`config.mk`:
```
export PLATFORM = sky130hd
export DESIGN_NAME = sac_lru_ram
export DESIGN_NICKNAME = d
export VERILOG_FILES = /design/src/design/sac_lru_ram.sv
export SDC_FILE = /design/constraint.sdc
export NUM_CORES = 1
export LEC_CHECK = 0
export ABC_AREA = 0
export BUFFER_PORTS_ARGS = -buffer_cell sky130_fd_sc_hd__buf_2
export CAP_MARGIN = 10
export CELL_PAD_IN_SITES_DETAIL_PLACEMENT = 0
export CELL_PAD_IN_SITES_GLOBAL_PLACEMENT = 2
export CORE_UTILIZATION = 50
export DETAILED_ROUTE_END_ITERATION = 10
export GPL_TIMING_DRIVEN = 0
export PLACE_DENSITY_LB_ADDON = 0.1
export SYNTH_ARGS = -nofsm -noshare
export SYNTH_HDL_FRONTEND = slang
export SYNTH_SLANG_ARGS = --single-unit
```
`constraint.sdc`:
```
create_clock -name i_clk -period 4.9 [get_ports i_clk]
set_clock_uncertainty 0.1 [all_clocks]
set_input_delay 0.735 -clock i_clk [delete_from_list [all_inputs] [get_ports i_clk]]
set_output_delay 0.735 -clock i_clk [all_outputs]
set_load 0.01 [all_outputs]
```
`src/design/sac_lru_ram.sv`:
```
// Generic single-port-write, single-port-read synchronous RAM with a
// registered read. No dependencies.
`timescale 1ns / 1ps
`default_nettype none

module sac_lru_ram #(
    parameter int WIDTH = 8,
    parameter int DEPTH = 16
) (
    input  wire logic                                  i_clk,
    input  wire logic                                  i_we,
    input  wire logic [((DEPTH > 1) ? $clog2(DEPTH) : 1)-1:0] i_waddr,
    input  wire logic [WIDTH-1:0]                      i_wdata,
    input  wire logic                                  i_re,
    input  wire logic [((DEPTH > 1) ? $clog2(DEPTH) : 1)-1:0] i_raddr,
    output logic      [WIDTH-1:0]                      o_rdata
);

    logic [WIDTH-1:0] r_mem [DEPTH];

    always_ff @(posedge i_clk) begin
        if (i_we) begin
            r_mem[i_waddr] <= i_wdata;
        end
        if (i_re) begin
            o_rdata <= r_mem[i_raddr];
        end
    end

endmodule

`default_nettype wire

```
==> out/metrics.csv, run 1 <==
metric;value;unit
postSynthNetCount;248;
htreeDepth;4;
routedWlPerCell;23.47;um
drive_gt1_share;30.45;%
root_buffer;clkbuf_8;
finalWirelength;9906;um
synth_area;0.005228;mm^2
viasPerCell;5.682;
min_to;o_rdata[3];
hold_depth;1;
synth.avg_cell_area;22.83;um^2
syn_inst;229;
cts_inserted_buffers;17;
drc;0;
min_period;2203;ps
post_cts_resized;0;
path_max_fanout;5;
core;0.009955;mm^2
grt_pass1_vias;2468;
holdWs;462.4;ps
grt_max_degree;17;
numClockSinks;136;
area_delta_synth_final;17.23;%
nFillCells;712;
port_buffers;25;
min_from;i_re;
status;complete, no violations;
first_iter_violations;203;
row_count;36;
path_class;input pin to flip-flop;
postLayoutCoreUtil;61.56;%
reg2reg_depth;3;
endpoint_kind;flip-flop;
finalCritPeriodShare;44.97;%
yosysWarningCount;0;
worst-endpoint-required;5020;ps
slew_headroom;23.94;%
vias;2398;
dr.pass1.iters;4;
hold_viol_final;0;
ys_ff_latch;136;
gp_congestion;0.6999;
clkLatencyLatePin;510;ps
post-dp-hpwl;6246;um
n_antenna_cell;0;
timing.rr.end;o_rdata[0];
fmaxAchievable;0.4538;GHz
rsz0062_at_grt;false;
cts.clk_slew.worst_paths;60;ps
ant_nets;0;
yosysUniqueCellTypes;18;
dieArea;0.01087;mm^2
cts_hold_buf;0;
critPathLaunchType;input pin;
reg2reg_slack;3220;ps
start_util;52.51;%
power_density;438.7;mW/mm^2
overflow;0;
worst_pin_slew;1132;ps
nets;295;
cts_tree;yes;
drv_cap;0;
grt_pass1_wl;14970;um
critPathArrivalTime;2320;ps
yosysSeqAreaShare;78.12;%
io_pins;27;
worstReg2RegStart;r_mem[4][0];
p_leak;0.002048;uW
clk_path_buf_depth;2;
die_w;104.3;um
final_area;0.006128;mm^2
die_height;104.3;um
hp-class;input pin to flip-flop;
dpl-instance-area;0.005532;mm^2
setup_viol;0;
post_cts_buffers;0;
finalMaxSlewViolations;0;
grt_usage;20.05;%
ir_worst_vdd;0.0002378;V
grt_antenna_before_repair;0;
setup_tns;0;ps
report_power, final:
| part | total (uW) | switching, uW | internal, uW |
|---|---|---|---|
| logic | 125 | 73.9 | 50.8 |
| registers | 1320 | 5.52 | 1310 |
| clock network | 1250 | 472 | 775 |
| total | 2690 | 551 | 2140 |
per-layer routing:
| layer | part of all wire (%) | global-route usage (%) | routed length [um] |
|---|---|---|---|
| met5 | 0 | 0 | 0 |
| met4 | 1.7 | 8.367 | 164 |
| met3 | 3.7 | 4.511 | 366 |
| met2 | 47 | 29.67 | 4678 |
| met1 | 47 | 29.09 | 4696 |
how the worst max path moves through the flow:
stage,from,end,cells after the start
6_report,i_waddr[2],r_mem[0][1],4
5_1_grt,i_waddr[2],r_mem[0][1],4
4_1_cts,i_waddr[2],r_mem[0][1],4
3_5_place_dp,i_waddr[2],r_mem[0][2],4
3_3_place_gp,i_waddr[2],r_mem[0][3],3
2_1_floorplan,i_waddr[2],r_mem[0][0],2
critical path: stages:
cell and delay [ps]:
buf_2 110, or3b_2 520, nor3_1 660, buf_2 290
through the flow:
| stage | power, uW | cells | worst slack (ps) |
|---|---|---|---|
| final | 2688 | 422 | 2697 |
| after global routing | 2767 | 422 | 2607 |
| after CTS | 2707 | 421 | 2704 |
| after detailed placement | 1467 | 389 | 2166 |
| after global placement | 1463 | 387 | 1915 |
| after floorplan | 1409 | 229 | 2572 |
area by class of cell:
cell class | instances | area (um^2) | share of cell area, %
flip-flops and latches | 136 | 4084 | 66.64
multi-input cells | 83 | 1057 | 17.25
clock buffers | 17 | 414.1 | 6.758
clock inverters | 15 | 177.7 | 2.899
well taps | 133 | 166.4 | 2.715
repair buffers | 28 | 142.6 | 2.327
plain buffers | 10 | 86.33 | 1.409
layout by cell type, fill, tap and decap left out, types with 2 or more instances in the layout:
cell type	count
clkinvlp_4	4
clkbuf_16	16
nand2_1	9
edfxtp_1	136
buf_6	3
clkinv_4	3
clkdlybuf4s25_2	3
nor2_1	13
mux4_1	14
nor3_1	4
nand2b_1	2
buf_4	2
bufinv_16	3
inv_6	2
clkinv_2	2
nand3b_1	2
a22oi_1	16
buf_2	30
mux4_2	18
state kept, by name (all words and copies together) (netlist names):
signal   cells
o_rdata      8
r_mem      128
cell usage after synthesis, drive strengths merged:
| cell | count | share of area (%) |
|---|---|---|
| or3b | 1 | 0.17 |
| and2b | 1 | 0.14 |
| and2 | 1 | 0.12 |
| nand2 | 9 | 0.65 |
| nor2 | 13 | 0.93 |
| mux4 | 32 | 15 |
| nor2b | 1 | 0.12 |
| nor3 | 4 | 0.38 |
| a22oi | 16 | 2.3 |
| nand3b | 2 | 0.29 |
| nand2b | 2 | 0.24 |
| nand3 | 1 | 0.096 |
| buf | 7 | 1.1 |
| clkdlybuf4s25 | 3 | 0.57 |
| edfxtp | 136 | 78 |
cells by family after synthesis:
logic type | count (synthesis) | share of synthesized area, %
flip-flops | 136 | 78.12
AND/OR/NAND/NOR | 35 | 3.136
multiplexers | 32 | 14.79
AO/OA/AOI/OAI | 16 | 2.298
buffers and inverters | 10 | 1.651
(Power assumes the default switching activity.)
==> inputs of run 2 (changes only) <==
Settings changed: ABC_AREA 0 to 1, CORE_UTILIZATION 50 to 41.
Clock period 4.9 ns to 2.3 ns, I/O delays scaled along.
==> run 2 against run 1 <==
Utilization shrank 12 points. Largest cell class unchanged. Design area grew 11%. Hold slack lost 270 ps.
==> out/metrics.csv, run 2 <==
metric;value;unit;change
path_buf_inv;1;;-1
row_count;43;;+19%
dpl-instance-area;0.006187;mm^2;+12%
ys_ff_latch;136;;unchanged
grt_antenna_before_repair;0;;unchanged
path_class;input pin to flip-flop;;
hold_viol_final;0;;unchanged
start_util;42.12;%;-10 points
crit_chain;buf_2 > nand3b_1 > nor2_1;;
worst-endpoint-required;2230;ps;-2790 ps
core;0.01388;mm^2;+39%
final_common_cell;nand2_1;;
reg.largest.list;r_mem: 128 flops, o_rdata: 8 flops;;
layoutNonFillerInstCount;785;;+86%
critPathArrivalTime;1570;ps;-750 ps
endpoint_kind;flip-flop;;
nFillCells;1254;;+76%
fmaxAchievable;0.6068;GHz;
final_area;0.006819;mm^2;+11%
yosysWarningCount;0;;unchanged
viasPerCell;4.783;;-16%
port_buffers;23;;-8.0%
min_period;1648;ps;
synth_edf_count;136;;unchanged
setup_viol;0;;unchanged
power_density;890.8;mW/mm^2;+100%
synth_compound_area_share;0;%;-2.3 points
dieArea;0.01474;mm^2;+36%
first_iter_violations;354;;+74%
vias;3755;;+57%
cts_hold_buf;0;;unchanged
rsz0062_at_grt;false;;
post-dp-hpwl;9855;um;+58%
synth.avg_cell_area;10.61;um^2;-54%
grt_usage;22.52;%;+2.5 points
crit_slowest_cell;nor2_1;;
status;complete, no violations;;
dp_cells;754;;+94%
die_w;121.4;um;+16%
path_max_fanout;8;;+3
die_height;121.4;um;+16%
drv_cap;0;;unchanged
synth-adder-area-share;0;%;unchanged
cts.clk_slew.worst_paths;60;ps;about the same
ys_top_cells_by_area;edfxtp_1 (70%), nand2_1 (11%), nand3_1 (8.3%);;
synth_top_area_cell;edfxtp_1;;
critPathMaxStageDelay;890;ps;+230 ps
hp-class;input pin to flip-flop;;
overflow;0;;unchanged
synth.top_cell.area_share;69.85;%;-8.3 points
yosysUniqueCellTypes;11;;-7
regMostFlops;r_mem;;
critPathLaunchType;input pin;;
ant_nets;0;;unchanged
postSynthNetCount;570;;+130%
cts_tree;yes;;
routedWlPerCell;19.11;um;-19%
n_antenna_cell;0;;unchanged
finalCritPeriodShare;71.65;%;
io_pins;27;;unchanged
async_flop_share;0;%;unchanged
grt_pass1_wl;22640;um;+51%
post_cts_buffers;0;;unchanged
synth_area;0.005847;mm^2;+12%
root_buffer;clkbuf_16;;
ys.flop_type;edfxtp_1;;
drc;0;;unchanged
htreeDepth;4;;unchanged
muxShareOfSynthArea;0;%;-15 points
mostFrequentLayoutCells;nand2_1 (173), edfxtp_1 (136), inv_1 (100), nand3_1 (97), buf_2 (36);;
reg2reg_slack;1030;ps;-2190 ps
area_delta_synth_final;16.63;%;
finalMaxSlewViolations;0;;unchanged
numClockSinks;136;;unchanged
drive_gt1_share;12.89;%;-18 points
yosysSeqAreaShare;69.85;%;-8.3 points
gp_congestion;0.7756;;+11%
worst_pin_slew;1135;ps;+2.371 ps
setup_tns;0;ps;unchanged
clk_path_buf_depth;2;;unchanged
largest_reg_flops;128;;unchanged
dp_slack;250.3;ps;-1915 ps
grt_pass1_vias;3601;;+46%
nets;612;;+110%
post-synth-top-count-cell;nand2_1;;
slew_headroom;24.08;%;+0.14 points
yosys-top-cells-count;nand2_1 (173), edfxtp_1 (136), inv_1 (100), nand3_1 (97), nor2_1 (17);;
fin_ws;652.1;ps;-2044 ps
crit_family;simple AND/OR/NAND/NOR gates;;
dr.pass1.iters;5;;+1
finalWirelength;15000;um;+51%
p_leak;0.002920;uW;+43%
clkLatencyLatePin;410;ps;-100 ps
synth-simple-area-share;20.76;%;+18 points
ir_worst_vdd;0.0005264;V;+120%
synthXorXnorAreaFrac;0;%;unchanged
synth_top_family_by_area;simple AND/OR/NAND/NOR gates;;
post_cts_resized;0;;unchanged
syn_inst;551;;+140%
cts_inserted_buffers;17;;unchanged
grt_max_degree;17;;unchanged
run 2: logic make-up (layout without fill, tap and decap cells):
| logic type | after synthesis | after routing |
|---|---|---|
| buf+inv | 126 | 180 |
| flops | 136 | 136 |
| simple gates | 289 | 289 |
run 2: area by class of cell:
type | count | area (um^2) | share of cell area [%]
clock inverters | 14 | 206.4 | 3.028
well taps | 180 | 225.2 | 3.303
multi-input cells | 289 | 1214 | 17.80
inverters | 102 | 382.9 | 5.615
repair buffers | 23 | 115.1 | 1.688
clock buffers | 17 | 425.4 | 6.239
plain buffers | 24 | 166.4 | 2.440
flip-flops and latches | 136 | 4084 | 59.89
run 2: path summary, 6_finish.rpt:
kind | cells past startpoint | endpoint | start
worst min register to register | 6 | o_rdata[4] | r_mem[7][4]
worst max-delay path | 3 | r_mem[5][5] | i_waddr[3]
worst min-delay path | 1 | o_rdata[2] | i_re
worst max register to register | 6 | o_rdata[1] | r_mem[11][1]
run 2: through the flow:
step	total power [uW]	hold slack, ps	utilization (%)
floorplan	3058	343.9	-
global placement	3228	614.5	44.57
detailed placement	3231	616.5	44.57
CTS	6118	178.8	49.13
global route	6259	178.3	49.13
finish	6074	195.3	49.13
run 2: routing by layer:
layer / track usage [%] / part of all wire [%] / vias to the layer above
li1: - / - / 1864
met1: 31.73 / 47 / 1766
met2: 34.38 / 46 / 110
met3: 5.122 / 5.4 / 15
met4: 7.176 / 1.7 / 0
met5: 0 / 0 / -
run 2: power by group:
part           internal [uW]  switching [uW]  leakage [uW]
Combinational            104             268       0.00139
Clock                   1900             993      0.000294
Sequential              2790            12.2       0.00124
==> inputs of run 3 (changes only) <==
Settings changed: CORE_UTILIZATION 41 to 37.
Clock period 2.3 ns to 1.3 ns, I/O delays scaled along.
==> run 3 against run 2 <==
The run now ends with setup timing left. Combinational power is 84% higher. Design area is 0.48% higher. Critical path depth stayed put. Cell count is 4.1% higher. Critical endpoint is now r_mem[7][2]. Largest cell class unchanged. Highest routed layer unchanged.
==> out/metrics.csv, run 3 (synthesis gave the netlist of run 2 again) <==
metric;value;unit;change
finalMaxSlewViolations;0;;unchanged
finalCritPeriodShare;108.4;%;
final_common_cell;nand2_1;;
start_util;38.18;%;-3.9 points
critPathLaunch;i_waddr[3];;
clk_path_buf_depth;2;;unchanged
core;0.01531;mm^2;+10%
worstReg2RegStart;r_mem[14][0];;
cts.clk_slew.worst_paths;60;ps;about the same
path_max_fanout;8;;unchanged
viasPerCell;4.661;;-2.6%
grt_pass1_wl;23050;um;+1.8%
die_height;127.7;um;+5.2%
ant_nets;0;;unchanged
rsz0062_at_grt;true;;
cts_inserted_buffers;17;;unchanged
first_iter_violations;251;;-29%
area_delta_synth_final;17.18;%;
drc;0;;unchanged
numClockSinks;136;;unchanged
power_density;1478;mW/mm^2;+66%
hold_viol_final;0;;unchanged
reg2reg_depth;6;;unchanged
dp_slack;-607.6;ps;-857.9 ps
fin_ws;-109.4;ps;-761.6 ps
worst-endpoint-required;1240;ps;-990 ps
worst_pin_slew;975.4;ps;-159.2 ps
finalWirelength;15550;um;+3.6%
crit_slowest_cell;nor2_1;;
setup_viol;16;;+16
min_to;o_rdata[1];;
hold_depth;1;;unchanged
post-dp-hpwl;10250;um;+4.0%
violations;setup timing;;
root_buffer;clkbuf_16;;
grt_max_degree;17;;unchanged
io_pins;27;;unchanged
drv_cap;0;;unchanged
n_antenna_cell;0;;unchanged
cts_hold_buf;0;;unchanged
clkLatencyLatePin;420;ps;about the same
timing.rr.end;o_rdata[0];;
endpoint_kind;flip-flop;;
row_count;45;;+4.7%
vias;3808;;+1.4%
fmaxAchievable;0.7095;GHz;
regMostFlops;r_mem;;
ir_worst_vdd;0.0009340;V;+77%
routedWlPerCell;19.03;um;-0.43%
reg.largest.list;r_mem: 128 flops, o_rdata: 8 flops;;
reg2reg_slack;70;ps;-960 ps
drive_gt1_share;15.51;%;+2.6 points
gp_congestion;0.7412;;-4.4%
largest_reg_flops;128;;unchanged
critPathArrivalTime;1350;ps;-220 ps
min_period;1409;ps;
nFillCells;1485;;+18%
holdWs;40.26;ps;-155.1 ps
dr.pass1.iters;4;;-1
slew_headroom;34.73;%;+11 points
critPathMaxStageDelay;780;ps;-110 ps
path_buf_inv;1;;unchanged
p_leak;0.002916;uW;-0.15%
post_cts_buffers;0;;unchanged
overflow;0;;unchanged
port_buffers;23;;unchanged
critPathLaunchType;input pin;;
path_class;input pin to flip-flop;;
htreeDepth;4;;unchanged
min_from;i_re;;
status;finished with violations;;
crit_chain;buf_2 > nand3b_1 > nor2_1;;
cts_tree;yes;;
dieArea;0.01631;mm^2;+11%
grt_pass1_vias;3641;;+1.1%
crit_family;simple AND/OR/NAND/NOR gates;;
mostFrequentLayoutCells;nand2_1 (173), edfxtp_1 (136), inv_1 (100), nand3_1 (87), buf_2 (34);;
nets;612;;unchanged
grt_antenna_before_repair;0;;unchanged
hp-class;input pin to flip-flop;;
die_w;127.7;um;+5.2%
grt_usage;20.74;%;-1.8 points
==> run 3: cell types whose count changed in the layout (fill, tap and decap cells not counted), sizes merged <==
cell / change
buf: -2
bufinv: -3
clkbuf: +5
clkinv: +5
clkinvlp: -4
==> run 3: cell type report <==
| type | count | area (um^2) | area share [%] |
|---|---|---|---|
| clock inverters | 12 | 108.9 | 1.589 |
| well taps | 211 | 264.0 | 3.853 |
| multi-input cells | 289 | 1289 | 18.81 |
| plain buffers | 24 | 171.4 | 2.502 |
| inverters | 102 | 382.9 | 5.588 |
| repair buffers | 23 | 115.1 | 1.680 |
| flip-flops and latches | 136 | 4084 | 59.61 |
| clock buffers | 20 | 436.7 | 6.373 |
==> run 3: what timing repair did <==
| item | in CTS | in global routing |
|---|---|---|
| pin swaps | 0 | 1 |
| endpoints found under the setup margin | 48 | 46 |
| hold endpoints to repair | 0 | 0 |
| resized for setup | 7 | 15 |
==> run 3: worst max path at each step <==
stage	cells after the start	end
after floorplan	2	r_mem[4][0]
after global placement	3	r_mem[4][3]
after detailed placement	3	r_mem[4][3]
after CTS	3	r_mem[7][2]
after global routing	3	r_mem[6][3]
final	3	r_mem[7][2]
==> run 3: metal layers <==
layer / vias up / GRT usage [%] / share of wire, %
met5: - / 0 / 0
met2: 76 / 31.37 / 44
met4: 0 / 7.820 / 2.0
li1: 1868 / - / -
met3: 15 / 4.007 / 3.6
met1: 1849 / 29.65 / 50
==> run 3: power by group <==
part	switching (uW)	internal (uW)	total [uW]
Sequential	21.4	4940	4960
Clock	1700	2770	4480
Combinational	492	192	684
Total	2220	7910	10100
==> run 3: per-stage QoR <==
step	instances	power, uW	TNS, ps	area (um^2)	util (%)
after global routing	817	10410	-1895	6852	44.74
after global placement	785	5720	-56280	6226	40.65
after CTS	817	10170	-1454	6789	44.33
final	817	10130	-1198	6852	44.74
after detailed placement	785	5727	-57120	6226	40.65
after floorplan	551	5411	0	5847	-
